===== src/rtl/mclk_pkg.sv =====
`timescale 1ns / 1ps

package mclk_pkg;

   localparam int SYMBOL_W     = 6;
   localparam int SYMBOL_COUNT = 36;
   localparam int ELEM_MAX     = 5;
   localparam int UNIT_TICKS_W = 20;
   localparam logic [UNIT_TICKS_W-1:0] UNIT_TICKS_RESET = 20'd100000;

   localparam logic CSR_UNIT_TICKS  = 1'b0;
   localparam logic CSR_FLIGHT_MODE = 1'b1;

   localparam logic [1:0] OP_NOP   = 2'd0;
   localparam logic [1:0] OP_START = 2'd1;
   localparam logic [1:0] OP_TICK  = 2'd2;

   typedef struct packed {
      logic [2:0]          len;
      logic [ELEM_MAX-1:0] dashes;
   } morse_entry_type;

   typedef struct packed {
      logic [1:0]      op;
      morse_entry_type pattern;
   } cmd_type;

   // Bit i of dashes is set when element i of the character is a dash.
   function automatic morse_entry_type morse_lookup(input logic [SYMBOL_W-1:0] sym);
      morse_entry_type e;
      case (sym)
         6'd0:    e = '{3'd2, 5'b00010};
         6'd1:    e = '{3'd4, 5'b00001};
         6'd2:    e = '{3'd4, 5'b00101};
         6'd3:    e = '{3'd3, 5'b00001};
         6'd4:    e = '{3'd1, 5'b00000};
         6'd5:    e = '{3'd4, 5'b00100};
         6'd6:    e = '{3'd3, 5'b00011};
         6'd7:    e = '{3'd4, 5'b00000};
         6'd8:    e = '{3'd2, 5'b00000};
         6'd9:    e = '{3'd4, 5'b01110};
         6'd10:   e = '{3'd3, 5'b00101};
         6'd11:   e = '{3'd4, 5'b00010};
         6'd12:   e = '{3'd2, 5'b00011};
         6'd13:   e = '{3'd2, 5'b00001};
         6'd14:   e = '{3'd3, 5'b00111};
         6'd15:   e = '{3'd4, 5'b00110};
         6'd16:   e = '{3'd4, 5'b01011};
         6'd17:   e = '{3'd3, 5'b00010};
         6'd18:   e = '{3'd3, 5'b00000};
         6'd19:   e = '{3'd1, 5'b00001};
         6'd20:   e = '{3'd3, 5'b00100};
         6'd21:   e = '{3'd4, 5'b01000};
         6'd22:   e = '{3'd3, 5'b00110};
         6'd23:   e = '{3'd4, 5'b01001};
         6'd24:   e = '{3'd4, 5'b01101};
         6'd25:   e = '{3'd4, 5'b00011};
         6'd26:   e = '{3'd5, 5'b11110};
         6'd27:   e = '{3'd5, 5'b11100};
         6'd28:   e = '{3'd5, 5'b11000};
         6'd29:   e = '{3'd5, 5'b10000};
         6'd30:   e = '{3'd5, 5'b00000};
         6'd31:   e = '{3'd5, 5'b00001};
         6'd32:   e = '{3'd5, 5'b00011};
         6'd33:   e = '{3'd5, 5'b00111};
         6'd34:   e = '{3'd5, 5'b01111};
         6'd35:   e = '{3'd5, 5'b11111};
         default: e = '{3'd0, 5'b00000};
      endcase
      return e;
   endfunction

endpackage


===== src/rtl/mclk_front.sv =====
`timescale 1ns / 1ps

module mclk_front
   import mclk_pkg::*;
(
   input  logic                clock,
   input  logic                reset,
   input  logic                in_valid,
   output logic                in_ready,
   input  logic                in_kind,
   input  logic [SYMBOL_W-1:0] in_symbol,
   output logic                cmd_valid,
   output cmd_type             cmd,
   input  logic                cmd_pop
);

   cmd_type    slot_ff [2];
   cmd_type    new_cmd;
   logic       wr_ptr_ff, wr_ptr_in;
   logic       rd_ptr_ff, rd_ptr_in;
   logic [1:0] count_ff, count_in;
   logic       push, pop;

   always_comb begin
      new_cmd.pattern = morse_lookup(in_symbol);
      if (in_kind) begin
         new_cmd.op = OP_TICK;
      end else if (in_symbol < SYMBOL_W'(SYMBOL_COUNT)) begin
         new_cmd.op = OP_START;
      end else begin
         new_cmd.op = OP_NOP;
      end
   end

   assign in_ready  = (count_ff != 2'd2);
   assign push      = in_valid && in_ready;
   assign cmd_valid = (count_ff != 2'd0);
   assign pop       = cmd_pop && cmd_valid;
   assign cmd       = slot_ff[rd_ptr_ff];

   always_comb begin
      wr_ptr_in = push ? ~wr_ptr_ff : wr_ptr_ff;
      rd_ptr_in = pop ? ~rd_ptr_ff : rd_ptr_ff;
      count_in  = count_ff + {1'b0, push} - {1'b0, pop};
   end

   always_ff @(posedge clock) begin
      if (reset) begin
         wr_ptr_ff <= 1'b0;
         rd_ptr_ff <= 1'b0;
         count_ff  <= 2'd0;
      end else begin
         wr_ptr_ff <= wr_ptr_in;
         rd_ptr_ff <= rd_ptr_in;
         count_ff  <= count_in;
      end
   end

   always_ff @(posedge clock) begin
      if (push) begin
         slot_ff[wr_ptr_ff] <= new_cmd;
      end
   end

endmodule


===== src/rtl/mclk_back.sv =====
`timescale 1ns / 1ps

module mclk_back
   import mclk_pkg::*;
#(
   parameter int TICK_COUNTER_BITS = 20
)
(
   input  logic                    clock,
   input  logic                    reset,
   input  logic [UNIT_TICKS_W-1:0] unit_ticks,
   input  logic                    flight_mode,
   input  logic                    cmd_valid,
   input  cmd_type                 cmd,
   output logic                    cmd_pop,
   output logic                    out_valid,
   input  logic                    out_ready,
   output logic                    out_led,
   output logic                    out_busy
);

   localparam logic [1:0] PH_IDLE = 2'd0;
   localparam logic [1:0] PH_LIT  = 2'd1;
   localparam logic [1:0] PH_GAP  = 2'd2;
   localparam logic [1:0] PH_END  = 2'd3;

   morse_entry_type              pat_ff, pat_in;
   logic [2:0]                   pos_ff, pos_in;
   logic [1:0]                   phase_ff, phase_in;
   logic [1:0]                   units_ff, units_in;
   logic [TICK_COUNTER_BITS-1:0] tick_ff, tick_in;
   logic [2:0]                   reps_ff, reps_in;
   logic                         busy_ff, busy_in;
   logic                         led_ff, led_in;
   logic                         out_valid_ff, out_valid_in;

   logic [TICK_COUNTER_BITS-1:0] len_raw, unit_len;
   logic [TICK_COUNTER_BITS:0]   tick_next;
   logic                         unit_done;
   logic [1:0]                   units_dec;
   logic [2:0]                   pos_next;
   logic [2:0]                   reps_dec;

   assign cmd_pop   = cmd_valid && (!out_valid_ff || out_ready);
   assign out_valid = out_valid_ff;
   assign out_led   = led_ff;
   assign out_busy  = busy_ff;

   assign len_raw   = TICK_COUNTER_BITS'(unit_ticks);
   assign unit_len  = (len_raw == '0) ? TICK_COUNTER_BITS'(1) : len_raw;
   assign tick_next = {1'b0, tick_ff} + (TICK_COUNTER_BITS + 1)'(1);
   assign unit_done = (tick_next >= {1'b0, unit_len});
   assign units_dec = units_ff - 2'd1;
   assign pos_next  = pos_ff + 3'd1;
   assign reps_dec  = reps_ff - 3'd1;

   function automatic logic is_dash(input morse_entry_type p, input logic [2:0] pos);
      return (pos < 3'(ELEM_MAX)) ? p.dashes[pos] : 1'b0;
   endfunction

   always_comb begin
      pat_in       = pat_ff;
      pos_in       = pos_ff;
      phase_in     = phase_ff;
      units_in     = units_ff;
      tick_in      = tick_ff;
      reps_in      = reps_ff;
      busy_in      = busy_ff;
      led_in       = led_ff;
      out_valid_in = out_valid_ff;
      if (out_valid_ff && out_ready) begin
         out_valid_in = 1'b0;
      end
      if (cmd_pop) begin
         out_valid_in = 1'b1;
         case (cmd.op)
            OP_START: begin
               if (!busy_ff) begin
                  pat_in   = cmd.pattern;
                  pos_in   = 3'd0;
                  tick_in  = '0;
                  reps_in  = flight_mode ? 3'd1 : 3'd5;
                  busy_in  = 1'b1;
                  led_in   = 1'b1;
                  phase_in = PH_LIT;
                  units_in = is_dash(cmd.pattern, 3'd0) ? 2'd3 : 2'd1;
               end
            end
            OP_TICK: begin
               if (phase_ff != PH_IDLE) begin
                  if (!unit_done) begin
                     tick_in = tick_next[TICK_COUNTER_BITS-1:0];
                  end else begin
                     tick_in  = '0;
                     units_in = units_dec;
                     if (units_dec == 2'd0) begin
                        case (phase_ff)
                           PH_LIT: begin
                              led_in   = 1'b0;
                              phase_in = PH_GAP;
                              units_in = 2'd1;
                           end
                           PH_GAP: begin
                              pos_in = pos_next;
                              if (pos_next < pat_ff.len) begin
                                 led_in   = 1'b1;
                                 phase_in = PH_LIT;
                                 units_in = is_dash(pat_ff, pos_next) ? 2'd3 : 2'd1;
                              end else begin
                                 phase_in = PH_END;
                                 units_in = 2'd3;
                              end
                           end
                           default: begin
                              reps_in = reps_dec;
                              if (reps_dec == 3'd0) begin
                                 phase_in = PH_IDLE;
                                 busy_in  = 1'b0;
                                 led_in   = 1'b0;
                              end else begin
                                 pos_in   = 3'd0;
                                 led_in   = 1'b1;
                                 phase_in = PH_LIT;
                                 units_in = is_dash(pat_ff, 3'd0) ? 2'd3 : 2'd1;
                              end
                           end
                        endcase
                     end
                  end
               end
            end
            default: begin
            end
         endcase
      end
   end

   always_ff @(posedge clock) begin
      if (reset) begin
         pat_ff       <= '0;
         pos_ff       <= 3'd0;
         phase_ff     <= PH_IDLE;
         units_ff     <= 2'd0;
         tick_ff      <= '0;
         reps_ff      <= 3'd0;
         busy_ff      <= 1'b0;
         led_ff       <= 1'b0;
         out_valid_ff <= 1'b0;
      end else begin
         pat_ff       <= pat_in;
         pos_ff       <= pos_in;
         phase_ff     <= phase_in;
         units_ff     <= units_in;
         tick_ff      <= tick_in;
         reps_ff      <= reps_in;
         busy_ff      <= busy_in;
         led_ff       <= led_in;
         out_valid_ff <= out_valid_in;
      end
   end

endmodule


===== src/rtl/morse_code_led_keyer_core.sv =====
`timescale 1ns / 1ps

// Morse keyer for one LED. Each request beat is either a start (tuser 0,
// symbol index in tdata: letters A-Z as 0-25, digits 1-9 as 26-34, digit 0
// as 35) or one time tick (tuser 1), and each beat produces exactly one
// response beat with the LED level and the busy flag after that beat. A
// dot lights the LED for one unit and a dash for three, each element is
// followed by one dark unit, and a character ends with three more dark
// units; it plays once in flight mode and five times otherwise. A unit
// lasts unit_ticks tick beats, or one if unit_ticks is zero. Starts while
// busy and symbols above 35 are ignored. The block takes one beat per
// clock while rsp_tready stays high: a two-entry command queue after the
// decoder feeds a sequencer whose response register is reloaded in the
// same cycle it is taken, so a request passes the queue slot and then
// the response register on its way to the response.
module morse_code_led_keyer_core
   import mclk_pkg::*;
#(
   parameter int TICK_COUNTER_BITS = 20
)
(
   input  logic                    clock,
   input  logic                    reset,
   input  logic                    req_tvalid,
   output logic                    req_tready,
   input  logic [7:0]              req_tdata,   // symbol[5:0], zero pad
   input  logic                    req_tuser,   // kind
   output logic                    rsp_tvalid,
   input  logic                    rsp_tready,
   output logic [7:0]              rsp_tdata,   // led, busy_res, zero pad
   input  logic                    csr_we,
   input  logic                    csr_addr,
   input  logic [UNIT_TICKS_W-1:0] csr_wdata
);

   logic [UNIT_TICKS_W-1:0] unit_ticks_ff, unit_ticks_in;
   logic                    flight_ff, flight_in;
   logic                    cmd_valid, cmd_pop;
   cmd_type                 cmd;
   logic                    led, busy;

   always_comb begin
      unit_ticks_in = unit_ticks_ff;
      flight_in     = flight_ff;
      if (csr_we) begin
         case (csr_addr)
            CSR_UNIT_TICKS:  unit_ticks_in = csr_wdata;
            CSR_FLIGHT_MODE: flight_in     = csr_wdata[0];
            default: begin
            end
         endcase
      end
   end

   always_ff @(posedge clock) begin
      if (reset) begin
         unit_ticks_ff <= UNIT_TICKS_RESET;
         flight_ff     <= 1'b0;
      end else begin
         unit_ticks_ff <= unit_ticks_in;
         flight_ff     <= flight_in;
      end
   end

   mclk_front u_front (
      .clock     (clock),
      .reset     (reset),
      .in_valid  (req_tvalid),
      .in_ready  (req_tready),
      .in_kind   (req_tuser),
      .in_symbol (req_tdata[SYMBOL_W-1:0]),
      .cmd_valid (cmd_valid),
      .cmd       (cmd),
      .cmd_pop   (cmd_pop)
   );

   mclk_back #(
      .TICK_COUNTER_BITS (TICK_COUNTER_BITS)
   ) u_back (
      .clock       (clock),
      .reset       (reset),
      .unit_ticks  (unit_ticks_ff),
      .flight_mode (flight_ff),
      .cmd_valid   (cmd_valid),
      .cmd         (cmd),
      .cmd_pop     (cmd_pop),
      .out_valid   (rsp_tvalid),
      .out_ready   (rsp_tready),
      .out_led     (led),
      .out_busy    (busy)
   );

   assign rsp_tdata = {6'b0, busy, led};

endmodule

===== config.mk =====
export PLATFORM = sky130hd
export DESIGN_NAME = morse_code_led_keyer_core
export DESIGN_NICKNAME = d
export VERILOG_FILES = /design/src/rtl/mclk_pkg.sv /design/src/rtl/mclk_front.sv /design/src/rtl/mclk_back.sv /design/src/rtl/morse_code_led_keyer_core.sv
export SDC_FILE = /design/constraint.sdc
export NUM_CORES = 1
export LEC_CHECK = 0
export ABC_AREA = 1
export BUFFER_PORTS_ARGS = -buffer_cell sky130_fd_sc_hd__buf_2
export CORE_UTILIZATION = 35
export CTS_BUF_LIST = sky130_fd_sc_hd__clkbuf_8
export DETAILED_ROUTE_END_ITERATION = 12
export SLEW_MARGIN = 20
export SYNTH_ARGS = -nofsm -noshare
export SYNTH_HDL_FRONTEND = slang
export SYNTH_SLANG_ARGS = --single-unit

===== constraint.sdc =====
create_clock -name clock -period 5.1 [get_ports clock]
set_input_delay 1.02 -clock clock [delete_from_list [all_inputs] [get_ports clock]]
set_output_delay 1.02 -clock clock [all_outputs]
set_load 0.005 [all_outputs]

# --- After elaboration in Yosys (flattened, before gate mapping) ---
# Memory sizes are Yosys's and may differ from the RTL's. A register that Yosys moved wholly into a read port is not among the register bits.
# Index checks and enable logic that the tools add are counted.
# W data, S select, Z words.
totals:
  regBits: 66
  ram_bits: 20
  rom_bits: 512
  inputBits: 35
  output_inout_bits: 10
  word_cells: 133
  mem_count: 2
memory_table:
  columns: ["name", "depth", "width", "read_ports", "rd_ports_with_merged_regs", "write_ports", "line_no", "text"]
  rows:
  - ["(no name shown)", 64, 8, 1, 0, 0, "mclk_pkg.sv:31", "case (sym)"]
  - ["u_front.slot_ff", 2, 10, 1, 1, 1, "mclk_front.sv:17", "cmd_type slot_ff [2];"]
op_classes:
  n_addsub: 6
  order_cmp: 5
  eq_ne: 14
  mux: 63
  n_bitwise: 4
  reduce_logical: 24
ops:
  columns: ["operator", "count"]
  rows:
  - ["$mux W20", 4]
  - ["$pmux W20 S2", 1]
  - ["$mux W3", 11]
  - ["$mux W2", 15]
  - ["$add A20 B1 Y21 const B", 1]
  - ["$ge A21 B20 Y1", 1]
  - ["$mux W1", 21]
  - ["$reduce_and A7 Y1", 3]
  - ["$logic_not A20 Y1", 1]
  - ["$pmux W3 S2", 3]
  - ["$pmux W2 S2", 4]
  - ["$ne A2 B1 Y1 const B", 4]
  - ["$ne A2 B2 Y1 const B", 4]
  - ["$reduce_and A8 Y1", 1]
  - ["$reduce_bool A2 Y1", 4]
  - ["$lt A6 B6 Y1 const B", 1]
  - ["$pmux W1 S2", 3]
  - ["$reduce_and A6 Y1", 1]
  - ["$reduce_and A5 Y1", 1]
  - ["$eq A2 B1 Y1 const B", 2]
  - ["$eq A2 B2 Y1 const B", 2]
  - ["$logic_and A1 B1 Y1", 4]
  - ["$lt A3 B4 Y1 const B", 1]
  - ["$not A1 Y1", 4]
  - ["18 further kinds", 19]

# --- Logic depth before layout (Yosys ltp) ---
# Gate-level depths: netlist (run 1).
depth:
  ltp_word: 11
  depth_mapped: 24
  ltp_nobuf: 23

# --- Modules after synthesis ---
# Synthesis (run 1) repeated with hierarchy kept, for this count alone.
hier_totals:
  cells_unflattened: 793
  hier_area_um2: 5650.4
modules_own_cells:
  columns: ["mod", "instances", "cells_per_inst", "area_per_inst_um2"]
  rows:
  - ["mclk_back", 1, 482, 3143.0]
  - ["mclk_front", 1, 177, 1569.0]
  - ["morse_code_led_keyer_core", 1, 134, 938.4]

# --- Worst setup path before layout (run 1) ---
# No wires, ideal clock.
synth_path:
  kind: "register to register"
  startpoint: "reg u_back.tick_ff[0]"
  endpoint: "reg u_back.phase_ff[1]"
  setup_time_ps: 128
  t_arrival_ps: 2512
  required_time_ps: 4972
  setup_slack_ps: 2460
  stages_incl_launch_ff: 24
  path_buffers: 1
  synth_period_minus_slack_ps: 2640
  cell_sequence: "dfxtp_1 ha_1 nand2_1 nor2_2 nand2_2 nor2_4 nand4_4 xor2_1 inv_1 ha_1 nand2_1 nor2_1 nand3_1 inv_1 nand2_1 nand2_1 nand2_1 nand2_1 nand2_2 nand2_4 buf_6 nand2_2 o21ai_0 nor2_1"
synth_between:
  elab_chain_cells: 4
synth_lines:
  columns: ["item", "line_no", "text"]
  rows:
  - ["start, declared", "mclk_back.sv:31", "logic [TICK_COUNTER_BITS-1:0] tick_ff, tick_in;"]
  - ["start signal, assigned", "mclk_back.sv:154", "tick_ff <= tick_in;"]
  - ["$add A20 B1 Y21", "mclk_back.sv:51", "assign tick_next = {1'b0, tick_ff} + (TICK_COUNTER_BITS + 1)'(1);"]
  - ["$ge A21 B20 Y1", "mclk_back.sv:52", "assign unit_done = (tick_next >= {1'b0, unit_len});"]
  - ["$ne A2 B1 Y1 (no source line)", null, null]
  - ["$reduce_and A6 Y1 (no source line)", null, null]
  - ["end signal, assigned", "mclk_back.sv:152", "phase_ff <= phase_in;"]
  - ["end, declared", "mclk_back.sv:29", "logic [1:0] phase_ff, phase_in;"]
# No other way between the ends.
# A chain may end at the register's enable or synchronous reset.

# --- Final worst setup path (run 1) ---
layout_path:
  startpoint: "reg u_back.tick_ff[0]"
  endpoint: "reg u_back.tick_ff[9]"
layout_between:
  elab_chain_cells: 5
layout_lines:
  columns: ["item", "line_no", "text"]
  rows:
  - ["$add A20 B1 Y21 *", "mclk_back.sv:51", null]
  - ["$ge A21 B20 Y1", "mclk_back.sv:52", null]
  - ["$mux W20 *", "mclk_back.sv:91", "if (!unit_done) begin"]
  - ["$mux W20 *", "mclk_back.sv:90", "if (phase_ff != PH_IDLE) begin"]
  - ["$pmux W20 S2 *", "mclk_back.sv:76", "case (cmd.op)"]
# Every way passes the cells marked *; elsewhere a longest branch is shown, timed or not. The select of a mux whose other input is x is not followed.

==> results of run 1 <==
registers in the layout, summed over array words and instances (netlist names), 2 cells and up, named ones only:
name and cells:
u_back.pat_ff 8, u_back.phase_ff 2, u_back.pos_ff 3, u_back.reps_ff 3, u_back.tick_ff 20, u_back.units_ff 2, u_front.count_ff 2, u_front.slot_ff 20
unit_ticks_ff 20
layout make-up:
| type | instances | area share (%) |
|---|---|---|
| Clock inverter | 7 | 2.115 |
| Tap cell | 184 | 4.055 |
| Timing Repair Buffer | 37 | 3.305 |
| Multi-Input combinational cell | 470 | 46.94 |
| Sequential cell | 87 | 34.20 |
| Inverter | 109 | 7.206 |
| Clock buffer | 9 | 2.182 |
stage by stage:
| stage | worst slack, ps | hold WS (ps) |
|---|---|---|
| 2_1_floorplan | 2460 | 425.9 |
| 3_3_place_gp | 1931 | 436.4 |
| 3_5_place_dp | 1924 | 443.7 |
| 4_1_cts | 1841 | 457.1 |
| 5_1_grt | 1554 | 478.1 |
| 6_report | 1882 | 457.0 |
per-layer routing:
metal | GRT usage [%] | vias to the layer above
met3 | 2.352 | 13
li1 | - | 2293
met1 | 21.25 | 1852
met4 | 5.572 | 0
met5 | 0 | -
met2 | 21.65 | 79
path summary, 6_finish.rpt:
path | start | to | slack (ps) | depth (start not counted)
setup / recovery | u_back.tick_ff[0] | u_back.tick_ff[9] | 1880 | 20
setup reg to reg | u_back.tick_ff[0] | u_back.tick_ff[9] | 1880 | 20
hold reg to reg | u_front.rd_ptr_ff | flip-flop | 460 | 1
hold / removal | u_front.rd_ptr_ff | flip-flop | 460 | 1
placed cells by master, fill, tap and decap left out, types with 2 or more instances in the layout:
cell	instances
nor2_2	3
clkbuf_8	9
o22ai_1	3
clkinv_1	2
ha_1	40
nand2_2	4
nand2_1	135
xnor2_1	4
buf_2	36
o211ai_1	10
edfxtp_1	20
inv_1	107
conb_1	6
a211oi_1	16
nand3_1	17
nor4_1	2
nand3_2	3
nor2_4	3
xor2_1	15
nand4_1	15
nor2_1	71
dfxtp_1	67
bufinv_16	3
a21oi_1	62
o21ai_0	40
nor3_1	6
nor3_2	2
report_power, final:
group	total [mW]	leakage (nW)	switching [mW]	internal, mW
clock	0.593	0.120	0.266	0.327
sequential	0.884	0.738	0.0686	0.815
combinational	0.683	1.67	0.444	0.239
total	2.16	2.53	0.778	1.38
cells by family (layout without fill, tap and decap cells):
| logic type | after synthesis | in the layout | synth area share, % |
|---|---|---|---|
| flip-flops | 87 | 87 | 37.63 |
| buffers and inverters | 138 | 162 | 11.08 |
| adder cells (fa/ha/maj) | 40 | 40 | 9.699 |
| multiplexers | 1 | 1 | 0.2182 |
| XOR/XNOR | 19 | 19 | 3.225 |
| AND/OR/NAND/NOR | 265 | 265 | 22.77 |
| other | 1 | 6 | 0.07268 |
| AO/OA/AOI/OAI | 139 | 139 | 15.30 |
==> impl_metrics.env, run 1 <==
export IMPL_status="finished with violations"
export IMPL_violations="design-rule violations"
export IMPL_numCtsBuffers=9
export IMPL_routedWlPerCell_um=11.74
export IMPL_multi_input_area_sq_um=2665
export IMPL_die_y_um=123.4
export IMPL_async_reset_ff_share_pct=0
export IMPL_ys_types=42
export IMPL_critPathTopFamily="simple AND/OR/NAND/NOR gates"
export IMPL_coreArea_sq_um=14480
export IMPL_final_hold_viol_count=0
export IMPL_path_cells="ha_1 > nand2_1 > nor2_2 > nand2_2 > nor2_4 > nand4_4 > nor2_1 > xor2_1 > ha_1 > nand2_1 > nor2_1 > nand4_1 > nor2_1 > nor2_1 > nand2_1 > nand2_2 > nand2_4 > nor2_4 > nand2_1 > a21oi_1"
export IMPL_layout_drive_gt1_share_pct=10.15
export IMPL_die_area_sq_um=15230
export IMPL_yosysSeqAreaShare_pct=37.63
export IMPL_ir_drop_v=0.0002100
export IMPL_yosys_area_top_type_share_pct=25.99
export IMPL_grt_max_degree=37
export IMPL_cts_sinks=87
export IMPL_tritoncts="yes"
export IMPL_synth_most_common_cell="nand2_1"
export IMPL_slew_viol_final=0
export IMPL_clk_path_buf_depth=2
export IMPL_hpwlAfterDp_um=7759
export IMPL_drt_met1_wl_um=5654
export IMPL_top_layer="met4"
export IMPL_max_stage_delay_ps=420
export IMPL_hp_class="reg -> reg"
export IMPL_htree_levels=3
export IMPL_wl_met3_um=381
export IMPL_grt_overflow_total=0
export IMPL_p_per_area_nw_per_um2=380.4
export IMPL_postPlaceCellArea_sq_um=5434
export IMPL_route_met2_wl_um=4428
export IMPL_fmax_ghz=0.3108
export IMPL_first_iter_violations=224
export IMPL_total_power_mw=2.160
export IMPL_fillers=1512
export IMPL_first_global_vias=3710
export IMPL_p_leak_nw=2.527
export IMPL_path_clk_slew_ps=90
export IMPL_regArea_sq_um=1942
export IMPL_maxCapViolCount=0
export IMPL_first_pass_iters=8
export IMPL_synth_area_leaders="dfxtp_1 (26%), edfxtp_1 (12%), nand2_1 (9.8%), ha_1 (9.7%), inv_1 (7.8%)"
export IMPL_antenna_cells=0
export IMPL_syn_inst=690
export IMPL_gp_congestion=0.9008
export IMPL_io_buffers=36
export IMPL_ant_nets=0
export IMPL_drc=2
export IMPL_synth_edf_count=20
export IMPL_arrival_ps=3510
export IMPL_syn_to_final_growth_pct=10.04
export IMPL_fin_nets=789
export IMPL_tns_ps=0
export IMPL_path_buf_inv=0
export IMPL_cts_resized=0
export IMPL_clock_skew_ps=11.67
export IMPL_antenna_found_initial=0
export IMPL_ioPinCount=45
export IMPL_startpoint_type="flip-flop"
export IMPL_final_util_pct=39.22
export IMPL_clock_latency_ps=370
export IMPL_yosysWarnings=0
export IMPL_hold_buffers=0
export IMPL_min_period_ps=3218
export IMPL_crit_type="reg -> reg"
export IMPL_grt_first_pass_wirelength_um=17500
export IMPL_ys_flop_type="dfxtp_1"
export IMPL_synthTopCellsByCount="nand2_1 (135), inv_1 (107), nor2_1 (71)"
export IMPL_cp_max_fo=20
export IMPL_placed_cells_incl_taps=887
export IMPL_vias=4237
export IMPL_vias_per_cell=4.692
export IMPL_track_usage_pct=14.67
export IMPL_yosysTopAreaCell="dfxtp_1"
export IMPL_final_area_sq_um=5678
export IMPL_cp_end_kind="flip-flop"
export IMPL_cts_root_buf="clkbuf_8"
export IMPL_rsz0062_at_grt="no"
export IMPL_setup_viol=0
export IMPL_period_share_pct=63.10
export IMPL_num_rows=44
export IMPL_wl_um=10600
export IMPL_start_util_pct=35.64
export IMPL_avgSynthCellArea_sq_um=7.478
export IMPL_final_cell_count_no_fill=903
export IMPL_synth_cell_area_sq_um=5160
export IMPL_tightest_slew_ps=1005
export IMPL_crit_required_ps=5400
export IMPL_die_x_um=123.4
export IMPL_cts_setup_buffers=0
export IMPL_synth_seq_cells=87
export IMPL_slew_headroom_pct=32.59
export IMPL_crit_slowest_cell="dfxtp_1"
Note: power is estimated with default switching activity, not from simulation.
==> run 2: changes to the inputs <==
==> constraint.sdc (replaced) <==
create_clock -name clock -period 3.2 [get_ports clock]
set_input_delay 0.64 -clock clock [delete_from_list [all_inputs] [get_ports clock]]
set_output_delay 0.64 -clock clock [all_outputs]
set_load 0.005 [all_outputs]
==> impl_metrics.env, run 2 (same netlist as run 1, synthesis figures left out) <==
export IMPL_status="finished with violations"
export IMPL_violations="design-rule violations"
export IMPL_layout_common_cells="nand2_1 (134), inv_1 (107), nor2_1 (68), dfxtp_1 (65), a21oi_1 (61)"
export IMPL_cp_max_fo=13
export IMPL_start_util_pct=35.64
export IMPL_die_x_um=123.4
export IMPL_tritoncts="yes"
export IMPL_ant_nets=0
export IMPL_io_buffers=36
export IMPL_cp_end_kind="flip-flop"
export IMPL_crit_required_ps=3510
export IMPL_grt_first_pass_wirelength_um=17570
export IMPL_arrival_ps=3350
export IMPL_switching_power_mw=1.253
export IMPL_clock_latency_ps=380
export IMPL_antenna_found_initial=0
export IMPL_fin_nets=801
export IMPL_numCtsBuffers=9
export IMPL_first_pass_iters=9
export IMPL_crit_type="reg -> reg"
export IMPL_ioPinCount=45
export IMPL_p_per_area_nw_per_um2=560.8
export IMPL_final_hold_viol_count=0
export IMPL_p_int_mw=2.016
export IMPL_holdWs_ps=456.3
export IMPL_clkPwrFrac_pct=21.3
export IMPL_coreArea_sq_um=14480
export IMPL_total_power_mw=3.268
export IMPL_vias=4273
export IMPL_final_util_pct=40.25
export IMPL_reg_top3="u_back.tick_ff x20, u_front.slot_ff x20, unit_ticks_ff x20"
export IMPL_postPlaceCellArea_sq_um=5514
export IMPL_die_y_um=123.4
export IMPL_slew_headroom_pct=39.81
export IMPL_ir_drop_v=0.0003120
export IMPL_layout_commonest_cell="nand2_1"
export IMPL_final_area_sq_um=5828
export IMPL_hp_class="reg -> reg"
export IMPL_grt_overflow_total=0
export IMPL_antenna_cells=0
export IMPL_p_comb_share_pct=36.2
export IMPL_path_clk_slew_ps=90
export IMPL_slew_viol_final=0
export IMPL_period_share_pct=95.05
export IMPL_track_usage_pct=14.68
export IMPL_htree_levels=3
export IMPL_fmax_ghz=0.3288
export IMPL_routedWlPerCell_um=11.78
export IMPL_rr_startpoint="u_back.tick_ff[0]"
export IMPL_setup_viol=0
export IMPL_gp_congestion=0.8572
export IMPL_clk_path_buf_depth=2
export IMPL_first_global_vias=3737
export IMPL_vias_per_cell=4.670
export IMPL_startpoint_type="flip-flop"
export IMPL_pwr_share_seq_pct=42.5
export IMPL_grt_max_degree=32
export IMPL_tns_ps=0
export IMPL_regToRegSetupSlack_ps=160
export IMPL_crit_path_end="u_back.tick_ff[6]"
export IMPL_r2r_end="u_back.tick_ff[6]"
export IMPL_cts_root_buf="clkbuf_8"
export IMPL_regArea_sq_um=1944
export IMPL_fillers=1481
export IMPL_cts_sinks=87
export IMPL_p_leak_nw=2.583
export IMPL_maxCapViolCount=0
export IMPL_wl_um=10780
export IMPL_first_iter_violations=192
export IMPL_min_period_ps=3042
export IMPL_num_rows=44
export IMPL_layout_drive_gt1_share_pct=13.82
export IMPL_switching_share_pct=38.33
export IMPL_hpwlAfterDp_um=7888
export IMPL_clock_skew_ps=19.38
export IMPL_syn_to_final_growth_pct=12.95
export IMPL_drc=2
export IMPL_tightest_slew_ps=899.5
export IMPL_critPathLaunch="u_back.tick_ff[0]"
export IMPL_multi_input_area_sq_um=2764
export IMPL_die_area_sq_um=15230
export IMPL_reg2reg_depth=23
-- run 2: cell types whose count changed in the layout (fill, tap and decap cells not counted), moves of 3 or more --
cell       before  now
buf_4           1   11
xor2_1         15   10
xor2_2          0    5
bufinv_16       3    0
nor2_1         71   68
-- run 2: through the flow --
step / instances / worst slack, ps
after floorplan: 695 / 560.1
after global placement: 896 / 221.3
final: 915 / 158.5
after detailed placement: 896 / 186.8
after global routing: 915 / -51.67
after CTS: 912 / 157.0
-- run 2: worst min path at each step --
stage	startpoint	end	slack, ps	cells past startpoint
after detailed placement	u_front.rd_ptr_ff	flip-flop	440	1
final	u_front.rd_ptr_ff	u_front.rd_ptr_ff	460	1
after global routing	req_tuser	u_front.slot_ff[0][9]	460	1
after floorplan	u_front.rd_ptr_ff	flip-flop	430	1
after global placement	u_front.rd_ptr_ff	flip-flop	440	1
after CTS	u_front.rd_ptr_ff	flip-flop	460	1
-- run 2: layer usage --
metal / vias to the layer above / wire (um) / share of wire (%) / global-route usage (%)
li1: 2309 / - / - / -
met1: 1887 / 5644 / 52 / 20.96
met2: 71 / 4714 / 44 / 21.79
met3: 6 / 356 / 3.3 / 2.906
met4: 0 / 64 / 0.59 / 5.196
met5: - / 0 / 0 / 0
-- run 2: worst max-delay path, cell delays in order (launching register included) --
cell	delay, ps
dfxtp_2	360
ha_2	190
nand2_1	80
nor2_2	110
nand2_2	90
nor2_4	150
buf_4	150
nand2_1	70
xor2_2	160
ha_1	310
nand2_1	60
nand2_1	40
nand2_1	50
nand2_1	40
a21oi_1	140
nand2_1	70
nand2_1	60
nand2_1	70
nand2_2	110
nand2_8	100
nor2_4	190
clkbuf_16	190
nand2_1	60
a21oi_1	120
-- run 2: cell type report --
class                           count  share of cell area [%]
Clock buffer                        9                   2.125
Clock inverter                      7                  0.8373
Inverter                          109                   7.020
Multi-Input combinational cell    470                   47.42
Sequential cell                    87                   33.36
Tap cell                          184                   3.950
Timing Repair Buffer               49                   5.281
-- run 2: power by group through the flow --
stage	combinational (mW)	sequential [mW]	clock (mW)
after floorplan	0.926	1.39	0
after global placement	1.15	1.41	0
after detailed placement	1.15	1.41	0
after CTS	1.16	1.39	0.720
after global routing	1.38	1.41	0.758
final	1.18	1.39	0.695
-- run 2: timing repair --
action,CTS,global route
hold buffers,0,0
resized for setup,0,21
setup buffers,0,2
hold endpoints to repair,0,0
setup endpoints to repair,0,30
==> run 3: changes to the inputs <==
--- a/config.mk
+++ b/config.mk
@@ -8,7 +8,7 @@
 export ABC_AREA = 1
 export BUFFER_PORTS_ARGS = -buffer_cell sky130_fd_sc_hd__buf_2
 export CORE_UTILIZATION = 35
-export CTS_BUF_LIST = sky130_fd_sc_hd__clkbuf_8
+export CTS_BUF_LIST = sky130_fd_sc_hd__clkbuf_16
 export DETAILED_ROUTE_END_ITERATION = 12
 export SLEW_MARGIN = 20
 export SYNTH_ARGS = -nofsm -noshare
==> impl_metrics.env, run 3 (same netlist as run 1, synthesis figures left out) <==
export IMPL_status="finished with violations"
export IMPL_violations="design-rule violations"
export IMPL_hold_buffers=0
export IMPL_wl_um=10860
export IMPL_coreArea_sq_um=14480
export IMPL_arrival_ps=3300
export IMPL_p_int_mw=2.316
export IMPL_p_comb_share_pct=34.7
export IMPL_tightest_slew_ps=901.2
export IMPL_layout_commonest_cell="nand2_1"
export IMPL_cts_sinks=87
export IMPL_clk_path_buf_depth=2
export IMPL_clkPwrFrac_pct=26.8
export IMPL_clock_latency_ps=350
export IMPL_final_hold_viol_count=0
export IMPL_worstHoldStart="u_front.rd_ptr_ff"
export IMPL_cp_end_kind="flip-flop"
export IMPL_num_rows=44
export IMPL_ioPinCount=45
export IMPL_first_iter_violations=158
export IMPL_maxCapViolCount=0
export IMPL_io_buffers=36
export IMPL_die_y_um=123.4
export IMPL_clock_skew_ps=11.06
export IMPL_path_clk_slew_ps=60
export IMPL_reg_top3="u_back.tick_ff x20, u_front.slot_ff x20, unit_ticks_ff x20"
export IMPL_drc=2
export IMPL_ir_drop_v=0.0003280
export IMPL_start_util_pct=35.64
export IMPL_grt_first_pass_wirelength_um=17710
export IMPL_vias_per_cell=4.719
export IMPL_first_global_vias=3768
export IMPL_grt_max_degree=32
export IMPL_htree_levels=3
export IMPL_min_period_ps=3020
export IMPL_slew_headroom_pct=39.70
export IMPL_slew_viol_final=0
export IMPL_p_leak_nw=2.676
export IMPL_track_usage_pct=14.80
export IMPL_vias=4346
export IMPL_tritoncts="yes"
export IMPL_die_x_um=123.4
export IMPL_switching_share_pct=36.13
export IMPL_antenna_found_initial=0
export IMPL_first_pass_iters=10
export IMPL_die_area_sq_um=15230
export IMPL_cp_max_fo=5
export IMPL_fmax_ghz=0.3312
export IMPL_layout_common_cells="nand2_1 (132), inv_1 (107), nor2_1 (67), dfxtp_1 (63), a21oi_1 (57)"
export IMPL_period_share_pct=94.36
export IMPL_numCtsBuffers=9
export IMPL_finalWorstSetupSlack_ps=180.4
export IMPL_ant_nets=0
export IMPL_rr_startpoint="u_back.tick_ff[1]"
export IMPL_regToRegSetupSlack_ps=180
export IMPL_worstHoldEndpoint="u_front.rd_ptr_ff"
export IMPL_syn_to_final_growth_pct=17.46
export IMPL_fin_nets=807
export IMPL_setup_viol=0
export IMPL_antenna_cells=0
export IMPL_p_per_area_nw_per_um2=598.2
export IMPL_pre_cts_slack_ps=186.8
export IMPL_routedWlPerCell_um=11.79
export IMPL_startpoint_type="flip-flop"
export IMPL_crit_required_ps=3480
export IMPL_holdWs_ps=452.8
export IMPL_gp_congestion=0.8572
export IMPL_holdPathStages=1
export IMPL_total_power_mw=3.626
export IMPL_hpwlAfterDp_um=7888
export IMPL_grt_overflow_total=0
export IMPL_crit_type="reg -> reg"
export IMPL_r2r_end="u_back.tick_ff[6]"
export IMPL_cts_root_buf="clkbuf_16"
export IMPL_hp_class="reg -> reg"
export IMPL_layout_drive_gt1_share_pct=15.74
export IMPL_switching_power_mw=1.310
export IMPL_pwr_share_seq_pct=38.4
export IMPL_reg2reg_depth=21
export IMPL_critPathLaunch="u_back.tick_ff[1]"
## run 3: cell types whose count changed in the layout (fill, tap and decap cells not counted), moves of 3 or more
cell / change
clkbuf_16: +10
a21oi_2: +4
buf_4: +3
clkbuf_8: -9
a21oi_1: -4
## run 3: worst max-delay path: stages (launching register included)
cell and delay (ps):
dfxtp_4 370, ha_4 140, nand2_2 60, nor2_2 120, nand2_2 90, nor2_4 130, nand4_4 160, nor2_2 160
xor2_1 220, ha_1 280, nand2_1 80, nor2_2 50, nand4_1 70, nor2_1 40, nor2_1 90, nand2_1 80
nand2_2 120, nand2_8 80, nor2_4 250, clkbuf_16 200, nand2_1 50, a21oi_1 120
## run 3: worst max path at each step
| stage | end | slack (ps) | cells past startpoint |
|---|---|---|---|
| CTS | u_back.pos_ff[0] | 160 | 21 |
| detailed placement | u_back.pos_ff[0] | 190 | 21 |
| floorplan | u_back.phase_ff[1] | 560 | 23 |
| finish | u_back.tick_ff[6] | 180 | 21 |
| global route | u_back.tick_ff[6] | -40 | 20 |
| global placement | u_back.pos_ff[0] | 220 | 20 |
## run 3: metrics by stage
step | area, sq um | util [%] | setup TNS [ps] | instances
2_1_floorplan | 5179 | - | 0 | 695
3_3_place_gp | 5514 | 38.08 | 0 | 896
6_report | 6061 | 41.86 | 0 | 921
3_5_place_dp | 5514 | 38.08 | 0 | 896
5_1_grt | 6061 | 41.86 | -294.2 | 921
4_1_cts | 5788 | 39.98 | 0 | 912
## run 3: power by group through the flow
stage / Sequential (mW) / Clock (mW) / Combinational [mW]
after floorplan: 1.39 / 0 / 0.926
after global placement: 1.41 / 0 / 1.15
after detailed placement: 1.41 / 0 / 1.15
after CTS: 1.39 / 0.992 / 1.16
after global routing: 1.42 / 1.03 / 1.46
final: 1.39 / 0.973 / 1.26
## run 3: area by class of cell
class	instances	area, sq um
sequential	87	1952
timing repair buffer	55	386.6
inverter	109	409.1
fill	1452	8418
clock inverter	7	48.80
tap	184	230.2
multi-input combinational	470	2809
clock buffer	9	225.2
## run 3: layer usage
| metal | global-route usage [%] | up-vias | part of all wire, % |
|---|---|---|---|
| li1 | - | 2335 | - |
| met1 | 20.96 | 1940 | 53 |
| met2 | 22.10 | 58 | 44 |
| met3 | 2.768 | 13 | 2.3 |
| met4 | 5.648 | 0 | 1.3 |
| met5 | 0 | - | 0 |
## run 3: what timing repair did
item	CTS	global route
gates resized for setup	0	35
setup buffers	0	6
endpoints found under the hold margin	0	0
endpoints found under the setup margin	0	31
